==> src/asus_pkg.sv <==
package asus_pkg;

  // codec_mode register codes
  localparam logic CODEC_H264 = 1'b0;
  localparam logic CODEC_H265 = 1'b1;

  // NAL header fields
  localparam logic [7:0] H264_TYPE_MASK = 8'h1F;
  localparam logic [7:0] H265_TYPE_MASK = 8'h7E;

  localparam logic [5:0] H264_NAL_SLICE = 6'd1;
  localparam logic [5:0] H264_NAL_IDR   = 6'd5;

  localparam logic [5:0] H265_NAL_TRAIL_N  = 6'd0;
  localparam logic [5:0] H265_NAL_TRAIL_R  = 6'd1;
  localparam logic [5:0] H265_NAL_RASL_N   = 6'd8;
  localparam logic [5:0] H265_NAL_RASL_R   = 6'd9;
  localparam logic [5:0] H265_NAL_IDR_W    = 6'd19;
  localparam logic [5:0] H265_NAL_CRA      = 6'd21;

  localparam logic [7:0] START_CODE_END = 8'h01;
  localparam logic [7:0] ZERO_BYTE      = 8'h00;

  // depth of the queue between parser and output stage
  localparam int QUEUE_DEPTH = 4;

  typedef struct packed {
    logic closes;   // picture NAL, frame ends with it
    logic key;      // IDR (H.264) or IDR_W_RADL / CRA (H.265) picture
  } nal_class_t;

  function automatic nal_class_t classify_nal(input logic [7:0] hdr, input logic mode);
    nal_class_t c;
    logic [7:0] m;
    logic [5:0] t;
    if (mode == CODEC_H265) begin
      m = hdr & H265_TYPE_MASK;
      t = m[6:1];
      c.key    = (t == H265_NAL_IDR_W) || (t == H265_NAL_CRA);
      c.closes = (t == H265_NAL_TRAIL_N) || (t == H265_NAL_TRAIL_R) ||
                 (t == H265_NAL_RASL_N) || (t == H265_NAL_RASL_R) || c.key;
    end else begin
      m = hdr & H264_TYPE_MASK;
      t = {1'b0, m[4:0]};
      c.key    = (t == H264_NAL_IDR);
      c.closes = (t == H264_NAL_SLICE) || c.key;
    end
    return c;
  endfunction

endpackage

==> src/annexb_access_unit_splitter_top.sv <==
// channel | dir | handshake            | payload
// in_     | in  | in_tvalid/in_tready   | tdata[7:0] data_byte, tlast end_of_stream
// out_    | out | out_tvalid/out_tready | tdata[31:0] offset, [63:32] length, tuser key
// cfg_    | in  | cfg_wr_en            | cfg_wr_data codec_mode
//
// One byte per clock is accepted while in_tready is high; the parser has no internal loop.
// A frame result is written into the result queue on its closing beat and is then loaded into the output register.
// Four-entry result queue sits between parser and output register; in_tready
// drops only while that queue is full.
// rst_n is synchronous; all stream state returns to offset zero, codec_mode to H.264.
module annexb_access_unit_splitter_top #(
  parameter int OFFSET_BITS = 32
) (
  input  logic        clk,
  input  logic        rst_n,
  input  logic        in_tvalid,
  output logic        in_tready,
  input  logic [7:0]  in_tdata,     // [7:0] data_byte
  input  logic        in_tlast,     // end_of_stream
  output logic        out_tvalid,
  input  logic        out_tready,
  output logic [63:0] out_tdata,    // [31:0] frame_offset, [63:32] frame_length
  output logic        out_tuser,    // frame_is_key
  input  logic        cfg_wr_en,
  input  logic [0:0]  cfg_wr_data   // codec_mode
);
  import asus_pkg::*;

  localparam int ENTRY_W = 2 * OFFSET_BITS + 1;

  logic               codec_mode_r;
  logic               beat;
  logic               push, pop, not_empty, full;
  logic [ENTRY_W-1:0] push_data, head_data;
  logic [31:0]        frame_offset, frame_length;
  logic               frame_is_key;

  always_ff @(posedge clk) begin
    if (!rst_n) begin
      codec_mode_r <= CODEC_H264;
    end else if (cfg_wr_en) begin
      codec_mode_r <= cfg_wr_data[0];
    end
  end

  assign in_tready = !full;
  assign beat      = in_tvalid && in_tready;

  asus_front #(.OFFSET_BITS(OFFSET_BITS)) u_front (
    .clk           (clk),
    .rst_n         (rst_n),
    .codec_mode    (codec_mode_r),
    .beat          (beat),
    .data_byte     (in_tdata),
    .end_of_stream (in_tlast),
    .push          (push),
    .push_data     (push_data)
  );

  asus_fifo #(.WIDTH(ENTRY_W), .DEPTH(QUEUE_DEPTH)) u_fifo (
    .clk       (clk),
    .rst_n     (rst_n),
    .push      (push),
    .push_data (push_data),
    .pop       (pop),
    .head_data (head_data),
    .not_empty (not_empty),
    .full      (full)
  );

  asus_back #(.OFFSET_BITS(OFFSET_BITS)) u_back (
    .clk          (clk),
    .rst_n        (rst_n),
    .head_data    (head_data),
    .not_empty    (not_empty),
    .pop          (pop),
    .out_valid    (out_tvalid),
    .out_ready    (out_tready),
    .frame_offset (frame_offset),
    .frame_length (frame_length),
    .frame_is_key (frame_is_key)
  );

  assign out_tdata = {frame_length, frame_offset};
  assign out_tuser = frame_is_key;

endmodule

==> src/asus_front.sv <==
module asus_front #(
  parameter int OFFSET_BITS = 32
) (
  input  logic                     clk,
  input  logic                     rst_n,
  input  logic                     codec_mode,
  input  logic                     beat,
  input  logic [7:0]               data_byte,
  input  logic                     end_of_stream,
  output logic                     push,
  output logic [2*OFFSET_BITS:0]   push_data    // {key, end_pos, start_pos}
);
  import asus_pkg::*;

  logic [OFFSET_BITS-1:0] pos_r, pos_nxt;
  logic [OFFSET_BITS-1:0] start_r, start_nxt;
  logic [1:0]             zrun_r, zrun_nxt;
  logic                   seen_r, seen_nxt;
  logic                   hdr_pend_r, hdr_pend_nxt;
  logic                   closes_r, closes_nxt;
  logic                   key_r, key_nxt;

  nal_class_t             cls;
  logic                   cur_closes, cur_key;
  logic                   is_code;
  logic [OFFSET_BITS-1:0] code_start, pos_inc, end_pos;
  logic                   emit_code, emit_last;

  always_comb begin
    cls        = classify_nal(data_byte, codec_mode);
    cur_closes = hdr_pend_r ? cls.closes : closes_r;
    cur_key    = hdr_pend_r ? cls.key    : key_r;
    is_code    = (data_byte == START_CODE_END) && zrun_r[1];
    // three zeros or more: 4-byte code begins three bytes back
    code_start = pos_r - ((zrun_r == 2'd3) ? OFFSET_BITS'(3) : OFFSET_BITS'(2));
    pos_inc    = pos_r + OFFSET_BITS'(1);
    emit_code  = is_code && seen_r && cur_closes;
    emit_last  = end_of_stream && !is_code && seen_r && cur_closes;
    end_pos    = is_code ? code_start : pos_inc;

    push      = beat && (emit_code || emit_last);
    push_data = {cur_key, end_pos, start_r};

    pos_nxt      = pos_inc;
    start_nxt    = start_r;
    seen_nxt     = seen_r;
    hdr_pend_nxt = 1'b0;
    closes_nxt   = cur_closes;
    key_nxt      = cur_key;
    zrun_nxt     = zrun_r;
    if (is_code) begin
      if (!seen_r || cur_closes) begin
        start_nxt = code_start;
      end
      seen_nxt     = 1'b1;
      closes_nxt   = 1'b0;
      key_nxt      = 1'b0;
      hdr_pend_nxt = 1'b1;
      zrun_nxt     = 2'd0;
    end else if (data_byte == ZERO_BYTE) begin
      if (zrun_r != 2'd3) begin
        zrun_nxt = zrun_r + 2'd1;
      end
    end else begin
      zrun_nxt = 2'd0;
    end
    if (end_of_stream) begin
      pos_nxt      = '0;
      start_nxt    = '0;
      seen_nxt     = 1'b0;
      hdr_pend_nxt = 1'b0;
      closes_nxt   = 1'b0;
      key_nxt      = 1'b0;
      zrun_nxt     = 2'd0;
    end
  end

  always_ff @(posedge clk) begin
    if (!rst_n) begin
      pos_r      <= '0;
      start_r    <= '0;
      zrun_r     <= 2'd0;
      seen_r     <= 1'b0;
      hdr_pend_r <= 1'b0;
      closes_r   <= 1'b0;
      key_r      <= 1'b0;
    end else if (beat) begin
      pos_r      <= pos_nxt;
      start_r    <= start_nxt;
      zrun_r     <= zrun_nxt;
      seen_r     <= seen_nxt;
      hdr_pend_r <= hdr_pend_nxt;
      closes_r   <= closes_nxt;
      key_r      <= key_nxt;
    end
  end

endmodule

==> src/asus_fifo.sv <==
module asus_fifo #(
  parameter int WIDTH = 65,
  parameter int DEPTH = 4
) (
  input  logic             clk,
  input  logic             rst_n,
  input  logic             push,
  input  logic [WIDTH-1:0] push_data,
  input  logic             pop,
  output logic [WIDTH-1:0] head_data,
  output logic             not_empty,
  output logic             full
);
  localparam int PTR_W = (DEPTH > 1) ? $clog2(DEPTH) : 1;
  localparam int CNT_W = $clog2(DEPTH + 1);

  logic [WIDTH-1:0] mem_r [DEPTH];
  logic [PTR_W-1:0] wr_ptr_r, wr_ptr_nxt;
  logic [PTR_W-1:0] rd_ptr_r, rd_ptr_nxt;
  logic [CNT_W-1:0] cnt_r, cnt_nxt;

  assign not_empty = (cnt_r != '0);
  assign full      = (cnt_r == CNT_W'(DEPTH));
  assign head_data = mem_r[rd_ptr_r];

  always_comb begin
    wr_ptr_nxt = wr_ptr_r;
    rd_ptr_nxt = rd_ptr_r;
    cnt_nxt    = cnt_r;
    if (push) begin
      wr_ptr_nxt = (wr_ptr_r == PTR_W'(DEPTH - 1)) ? '0 : wr_ptr_r + PTR_W'(1);
    end
    if (pop) begin
      rd_ptr_nxt = (rd_ptr_r == PTR_W'(DEPTH - 1)) ? '0 : rd_ptr_r + PTR_W'(1);
    end
    if (push && !pop) begin
      cnt_nxt = cnt_r + CNT_W'(1);
    end else if (pop && !push) begin
      cnt_nxt = cnt_r - CNT_W'(1);
    end
  end

  always_ff @(posedge clk) begin
    if (!rst_n) begin
      wr_ptr_r <= '0;
      rd_ptr_r <= '0;
      cnt_r    <= '0;
    end else begin
      wr_ptr_r <= wr_ptr_nxt;
      rd_ptr_r <= rd_ptr_nxt;
      cnt_r    <= cnt_nxt;
    end
  end

  always_ff @(posedge clk) begin
    if (push) begin
      mem_r[wr_ptr_r] <= push_data;
    end
  end

endmodule

==> src/asus_back.sv <==
module asus_back #(
  parameter int OFFSET_BITS = 32
) (
  input  logic                   clk,
  input  logic                   rst_n,
  input  logic [2*OFFSET_BITS:0] head_data,   // {key, end_pos, start_pos}
  input  logic                   not_empty,
  output logic                   pop,
  output logic                   out_valid,
  input  logic                   out_ready,
  output logic [31:0]            frame_offset,
  output logic [31:0]            frame_length,
  output logic                   frame_is_key
);
  logic [OFFSET_BITS-1:0] start_pos, end_pos, len;
  logic [OFFSET_BITS+31:0] off_ext, len_ext;
  logic                   valid_r;
  logic [31:0]            offset_r, length_r;
  logic                   key_r;

  always_comb begin
    start_pos = head_data[OFFSET_BITS-1:0];
    end_pos   = head_data[2*OFFSET_BITS-1:OFFSET_BITS];
    len       = end_pos - start_pos;   // wraps with the offset counter
    off_ext   = {32'd0, start_pos};
    len_ext   = {32'd0, len};
    pop       = not_empty && (!valid_r || out_ready);
  end

  always_ff @(posedge clk) begin
    if (!rst_n) begin
      valid_r <= 1'b0;
    end else if (pop) begin
      valid_r <= 1'b1;
    end else if (out_ready) begin
      valid_r <= 1'b0;
    end
  end

  always_ff @(posedge clk) begin
    if (pop) begin
      offset_r <= off_ext[31:0];
      length_r <= len_ext[31:0];
      key_r    <= head_data[2*OFFSET_BITS];
    end
  end

  assign out_valid    = valid_r;
  assign frame_offset = offset_r;
  assign frame_length = length_r;
  assign frame_is_key = key_r;

endmodule
==> config.mk <==
export PLATFORM = sky130hd
export DESIGN_NAME = annexb_access_unit_splitter_top
export DESIGN_NICKNAME = d
export VERILOG_FILES = /design/src/asus_pkg.sv /design/src/annexb_access_unit_splitter_top.sv /design/src/asus_front.sv /design/src/asus_fifo.sv /design/src/asus_back.sv
export SDC_FILE = /design/constraint.sdc
export NUM_CORES = 1
export LEC_CHECK = 0
export BUFFER_PORTS_ARGS = -buffer_cell sky130_fd_sc_hd__buf_2
export CAP_MARGIN = 20
export CORE_MARGIN = 2
export CORE_UTILIZATION = 55
export DETAILED_ROUTE_END_ITERATION = 8
export GPL_ROUTABILITY_DRIVEN = 0
export PLACE_DENSITY = 0.72
export SLEW_MARGIN = 20
export SYNTH_ARGS = -nofsm -noshare
export SYNTH_HDL_FRONTEND = slang
export SYNTH_SLANG_ARGS = --single-unit
==> constraint.sdc <==
create_clock -name clk -period 9 [get_ports clk]
set_clock_uncertainty 0.05 [all_clocks]
set_input_delay 0.45 -clock clk [delete_from_list [all_inputs] [get_ports clk]]
set_output_delay 0.45 -clock clk [all_outputs]
set_load 0.02 [all_outputs]
Word-level counts from Yosys, hierarchy flattened
Memories as Yosys holds them, arrays and structs flattened. A register that Yosys moved wholly into a read port is not among the register bits.
Cells that the tools add are included.
Storage, ports and cells
  bits in registers: 144
  memory bits (writable): 260
  memories: 1
  output and inout port bits: 67
Memory list
  u_fifo.mem_r: words 4, bits a word 65, rd ports 1, clocked after Yosys merged registers in 1, wr ports 1, RTL line asus_fifo.sv:17  | logic [WIDTH-1:0] mem_r [DEPTH];
Cells by class
  add/sub/neg operators: 8
  reductions and logical operators: 36
  equal/unequal tests: 14
  muxes and demuxes: 31
Operators by type and width (number)
  two-way mux 32 bit: 5
  subtractor 32 bit: 2
  adder 32 x 1 -> 32 bit, second input constant: 1
  two-way mux 2 bit: 9
  two-way mux 1 bit: 15
  == test 6 x 4 -> 1 bit, second input constant: 2
  == test 6 x 5 -> 1 bit, second input constant: 2
  logical AND 1 bit: 11
  logical OR 1 bit: 9
  == test 8 x 1 -> 1 bit, second input constant: 1
  logical NOT 8 bit: 1
  nonzero test 2 bit: 4
  adder 2 x 1 -> 2 bit, second input constant: 3
  == test 2 bit, second input constant: 3
  == test 6 x 1 -> 1 bit, second input constant: 1
  logical NOT 1 bit: 6
  logical NOT 6 bit: 1
  two-way mux 3 bit: 2
  == test 5 x 1 -> 1 bit, second input constant: 1
  == test 5 x 3 -> 1 bit, second input constant: 1
  inequality test 4 x 3 -> 1 bit, second input constant: 1
  AND reduction 2 bit: 2
  adder 3 x 1 -> 3 bit, second input constant: 1
  == test 3 bit, second input constant: 1
  other kinds (4): 4

Logic depth before layout (Yosys ltp)
  word-level depth: 14
  gate-level depth with buffers: 13

Modules after synthesis
Synthesis repeated with hierarchy kept, for this count alone.
Unflattened totals
  cell total of the unflattened synthesis: 1312
  area total of the unflattened synthesis: 18113.6 µm²
By module, submodules not included
  asus_fifo: cells each 383, sequential area each 7987.7 µm², area each 9883.2 µm², instances 1
  asus_front: cells each 576, sequential area each 1401.3 µm², area each 4352.9 µm², instances 1
  asus_back: cells each 348, sequential area each 1971.9 µm², area each 3831.2 µm², instances 1
  annexb_access_unit_splitter_top: cells each 5, sequential area each 20.0 µm², area each 46.3 µm², instances 1

Worst setup path before layout
No wires, ideal clock.
  path type: input to register
  from: input out_tready
  to: register u_fifo.cnt_r[2]
  path slack: 3.645 ns
  arrival time: 5.234 ns
  library setup time: 0.071 ns
  path buffers: 0
  stages: 9
  cells stage by stage: inv_1 -> a21oi_1 -> inv_1 -> ha_1 -> inv_1 -> fa_1 -> xor2_1 -> or3_1 -> a21oi_1
On the way
  cells in the longest elaborated chain, start to end: 5
RTL lines
  start, declared: RTL line annexb_access_unit_splitter_top.sv:21  | input logic out_tready,
  logical OR 1 bit (*): RTL line asus_back.sv:27  | pop = not_empty && (!valid_r || out_ready);
  logical AND 1 bit (*): RTL line asus_back.sv:27
  net pop: RTL line annexb_access_unit_splitter_top.sv:33  | logic push, pop, not_empty, full;
  logical NOT 1 bit: RTL line asus_fifo.sv:36  | if (push && !pop) begin
  logical AND 1 bit: RTL line asus_fifo.sv:36
  two-way mux 3 bit or nonzero test 2 bit (tied branches)
  end signal, assigned: RTL line asus_fifo.sv:51  | cnt_r <= cnt_nxt;
  end, declared: RTL line asus_fifo.sv:20  | logic [CNT_W-1:0] cnt_r, cnt_nxt;
The timed path passes the listed nets; every way through them passes the cells marked *.
A chain may end at the register's enable or synchronous reset.

==> results_dict.tcl <==
set metrics [dict create \
    status "finished clean" \
    synth_xor_area_share_pct 4.27 \
    drive_above_1_share_pct 17.2 \
    clk_pin_slew_ps 60 \
    hold_class "in2reg" \
    syn_inst 1337 \
    clkPwrFrac_pct 36.0 \
    peakVddDrop_v 0.000132 \
    grt_setup_unrepaired "false" \
    diodes 0 \
    swShare_pct 26.5 \
    dp_slack_ps 4340 \
    slew_violations 0 \
    numPortBuffers 81 \
    cp_data_required_time_ps 9220 \
    cp_slowest_cell "o41ai_1" \
    yosysWarningCount 0 \
    synth-seq-area-share_pct 63.0 \
    hold_depth 3 \
    cp_num_cells 10 \
    postCtsHoldBufs 0 \
    path_class "reg2reg" \
    cpLargestDelayFamily "compound AO/OA/AOI/OAI gates" \
    worst-path-buf-inv 2 \
    synth-seq-cells 406 \
    wire_per_inst_um 20.3 \
    placed_cell_area_mm2 0.0188 \
    antenna_found_initial 0 \
    grt.total_usage_pct 22.7 \
    synth_cell_types 69 \
    grt_pass1_vias 10700 \
    grt_first_pass_wirelength_um 59700 \
    die_y_um 185 \
    finalCritPeriodShare_pct 52.9 \
    hold_viol 0 \
    cts_inserted_buffers 42 \
    async_reset_ff_share_pct 0 \
    arrival_ps 4980 \
    dr.pass1.iters 5 \
    switchingPower_w 0.00121 \
    h-tree-depth 2 \
    path_max_fanout 34 \
    slowest_delay_ps 1000 \
    cp_cell_sequence "buf_4 -> mux4_2 -> inv_1 -> ha_1 -> a21oi_1 -> o21ai_0 -> o41ai_1 -> a21oi_1 -> a31oi_1 -> xnor2_1" \
    reg2reg_depth 10 \
    rows 66 \
    die_x_um 185 \
    synth_mux_area_share_pct 8.88 \
    design.core.area_mm2 0.0325 \
    synth_edf_count 325 \
    synth_compound_area_share_pct 8.13 \
    internal-power_w 0.00337 \
    relSlewSlack_pct 19.5 \
    clockBufferDepth 3 \
    power_frac_comb_pct 14.4 \
    synth_nets 1395 \
    leakage_nw 7.39 \
    drc_errors 0 \
    dieArea_mm2 0.0343 \
    synthSimpleGateAreaFrac_pct 9.66 \
    num_io_pins 82 \
    nNetsFinal 1454 \
    cts.repair_timing.setup_buffer_count 0 \
    gr-total-overflow 0 \
    post-route-util_pct 62.0 \
    dp_hpwl_um 23900 \
    post_cts_resized 0 \
    end_kind "flop" \
    fin_area_mm2 0.0201 \
    crit_path_start_kind "flop" \
    clock.fmax_mhz 210 \
    routed_wl_um 37900 \
    fillCellCount 2393 \
    setup_viol 0 \
    setup_tns_ps 0 \
    worstSkewPairLatency_ps 530 \
    synth_top_family_by_area "simple AND/OR/NAND/NOR gates" \
    syn_to_final_growth_pct 11.5 \
    cts_sinks 406 \
    syn_area_mm2 0.0181 \
    power_density_mw_per_mm2 227 \
    grt_max_degree 66 \
    drtIter0Drc 928 \
    synth_flop_cell "edfxtp_1" \
    synth_area_per_cell_um2 13.5 \
    vias 11000 \
    cts_root_buffer "clkbuf_16" \
    finalCriticalPeriod_ps 4760 \
    viasPerCell 5.90 \
    tritoncts "built" \
    initial_core_util_pct 55.7 \
    cpMostUsedCell "a21oi_1" \
    drv_cap 0 \
    ant_nets 0 \
    tightest_slew_ps 1190 \
    setup_ws_ps 4240 \
    power_frac_seq_pct 49.6 \
    synth_adder_area_share_pct 3.06 \
]
[power by group through the flow]
stage	Combinational [W]	Sequential, W	Clock, W
final	0.000659	0.00227	0.00165
after floorplan	0.000318	0.00245	0
after global routing	0.000714	0.00229	0.00174
after detailed placement	0.000667	0.00231	0
after global placement	0.000663	0.00231	0
after CTS	0.000669	0.00228	0.00168
[sequential cells by signal, indices dropped and copies added (netlist names), 2 cells and up, named ones only]
register and cells:
u_fifo.mem_r 260, u_back.frame_length 32, u_back.frame_offset 32, u_front.pos_r 32
u_front.start_r 32, u_fifo.cnt_r 3, u_fifo.rd_ptr_r 2, u_fifo.wr_ptr_r 2
u_front.zrun_r 2
[cell usage after synthesis (all sizes together) (14+ instances only)]
library cell | n | area share [%]
a21o | 15 | 0.62
a21oi | 82 | 2.3
buf | 29 | 0.82
clkbuf | 50 | 1.0
dfxtp | 81 | 9.0
edfxtp | 325 | 54
ha | 41 | 2.8
inv | 55 | 1.1
mux2i | 14 | 0.78
mux4 | 65 | 8.1
nand2 | 89 | 1.9
nand3 | 33 | 0.91
nor2 | 93 | 1.9
nor3 | 23 | 0.76
nor4 | 17 | 1.1
o21ai | 86 | 2.4
or3 | 16 | 0.55
xnor2 | 54 | 2.6
xor2 | 34 | 1.6
[cell type report]
cell class,count,area [um2],area share [%]
multi-input combinational,797,6170,30.6
sequential,406,11400,56.5
inverter,55,206,1.03
clock buffer,60,1160,5.76
timing repair buffer,94,503,2.50
tap,442,553,2.75
clock inverter,17,158,0.783
[worst min-delay path, delay by kind of cell]
family	cells	cell delay, ps
buffers and inverters	1	70
AND/OR/NAND/NOR	1	70
multiplexers	1	60
[final timing paths]
check / end / from / slack, ps
worst max-delay path: u_back.frame_length[19] / flop / 4240
worst min-delay path: codec_mode_r / cfg_wr_data / 120
worst max register to register: u_back.frame_length[19] / flop / 4240
worst min register to register: u_front.pos_r[30] / u_front.pos_r[30] / 440
[metrics by stage]
step / std cells / hold WS (ps) / total power (W)
6_report: 1871 / 121 / 0.00458
5_1_grt: 1871 / 127 / 0.00475
4_1_cts: 1871 / 106 / 0.00462
3_5_place_dp: 1794 / 422 / 0.00298
3_3_place_gp: 1794 / 406 / 0.00298
2_1_floorplan: 1337 / 400 / 0.00277
[cells by family after synthesis]
| family | after synthesis |
|---|---|
| flip-flops | 406 |
| AND/OR/NAND/NOR | 338 |
| AO/OA/AOI/OAI | 249 |
| buffers and inverters | 134 |
| XOR/XNOR | 88 |
| multiplexers | 79 |
| adder cells (fa/ha/maj) | 43 |
[routing by layer]
metal	up-vias	track usage, %	wire length [um]
li1	5123	-	-
met1	5440	33.3	17100
met2	422	35.8	17800
met3	57	2.83	2270
met4	0	6.25	736
met5	-	0	0
[cells in the final DEF (no fill, tap or decap), types with 12 or more instances in the layout]
cell type  synthesis  routed
a31oi_1           12      12
a22oi_1           12      12
mux4_2            65      65
nand2_1           88      88
mux2i_1           14      14
o21ai_0           78      78
buf_2             19      81
clkbuf_1          49      15
xor2_1            34      34
inv_1             54      54
or3_1             16      16
xnor2_1           54      54
a21o_1            15      15
buf_4              2      13
nand3_1           33      33
dfxtp_1           81      79
a21oi_1           82      81
nor3_1            20      20
clkbuf_16          0      43
ha_1              41      41
nor2_1            93      93
edfxtp_1         325     325
Note: power is estimated with default switching activity, not from simulation.
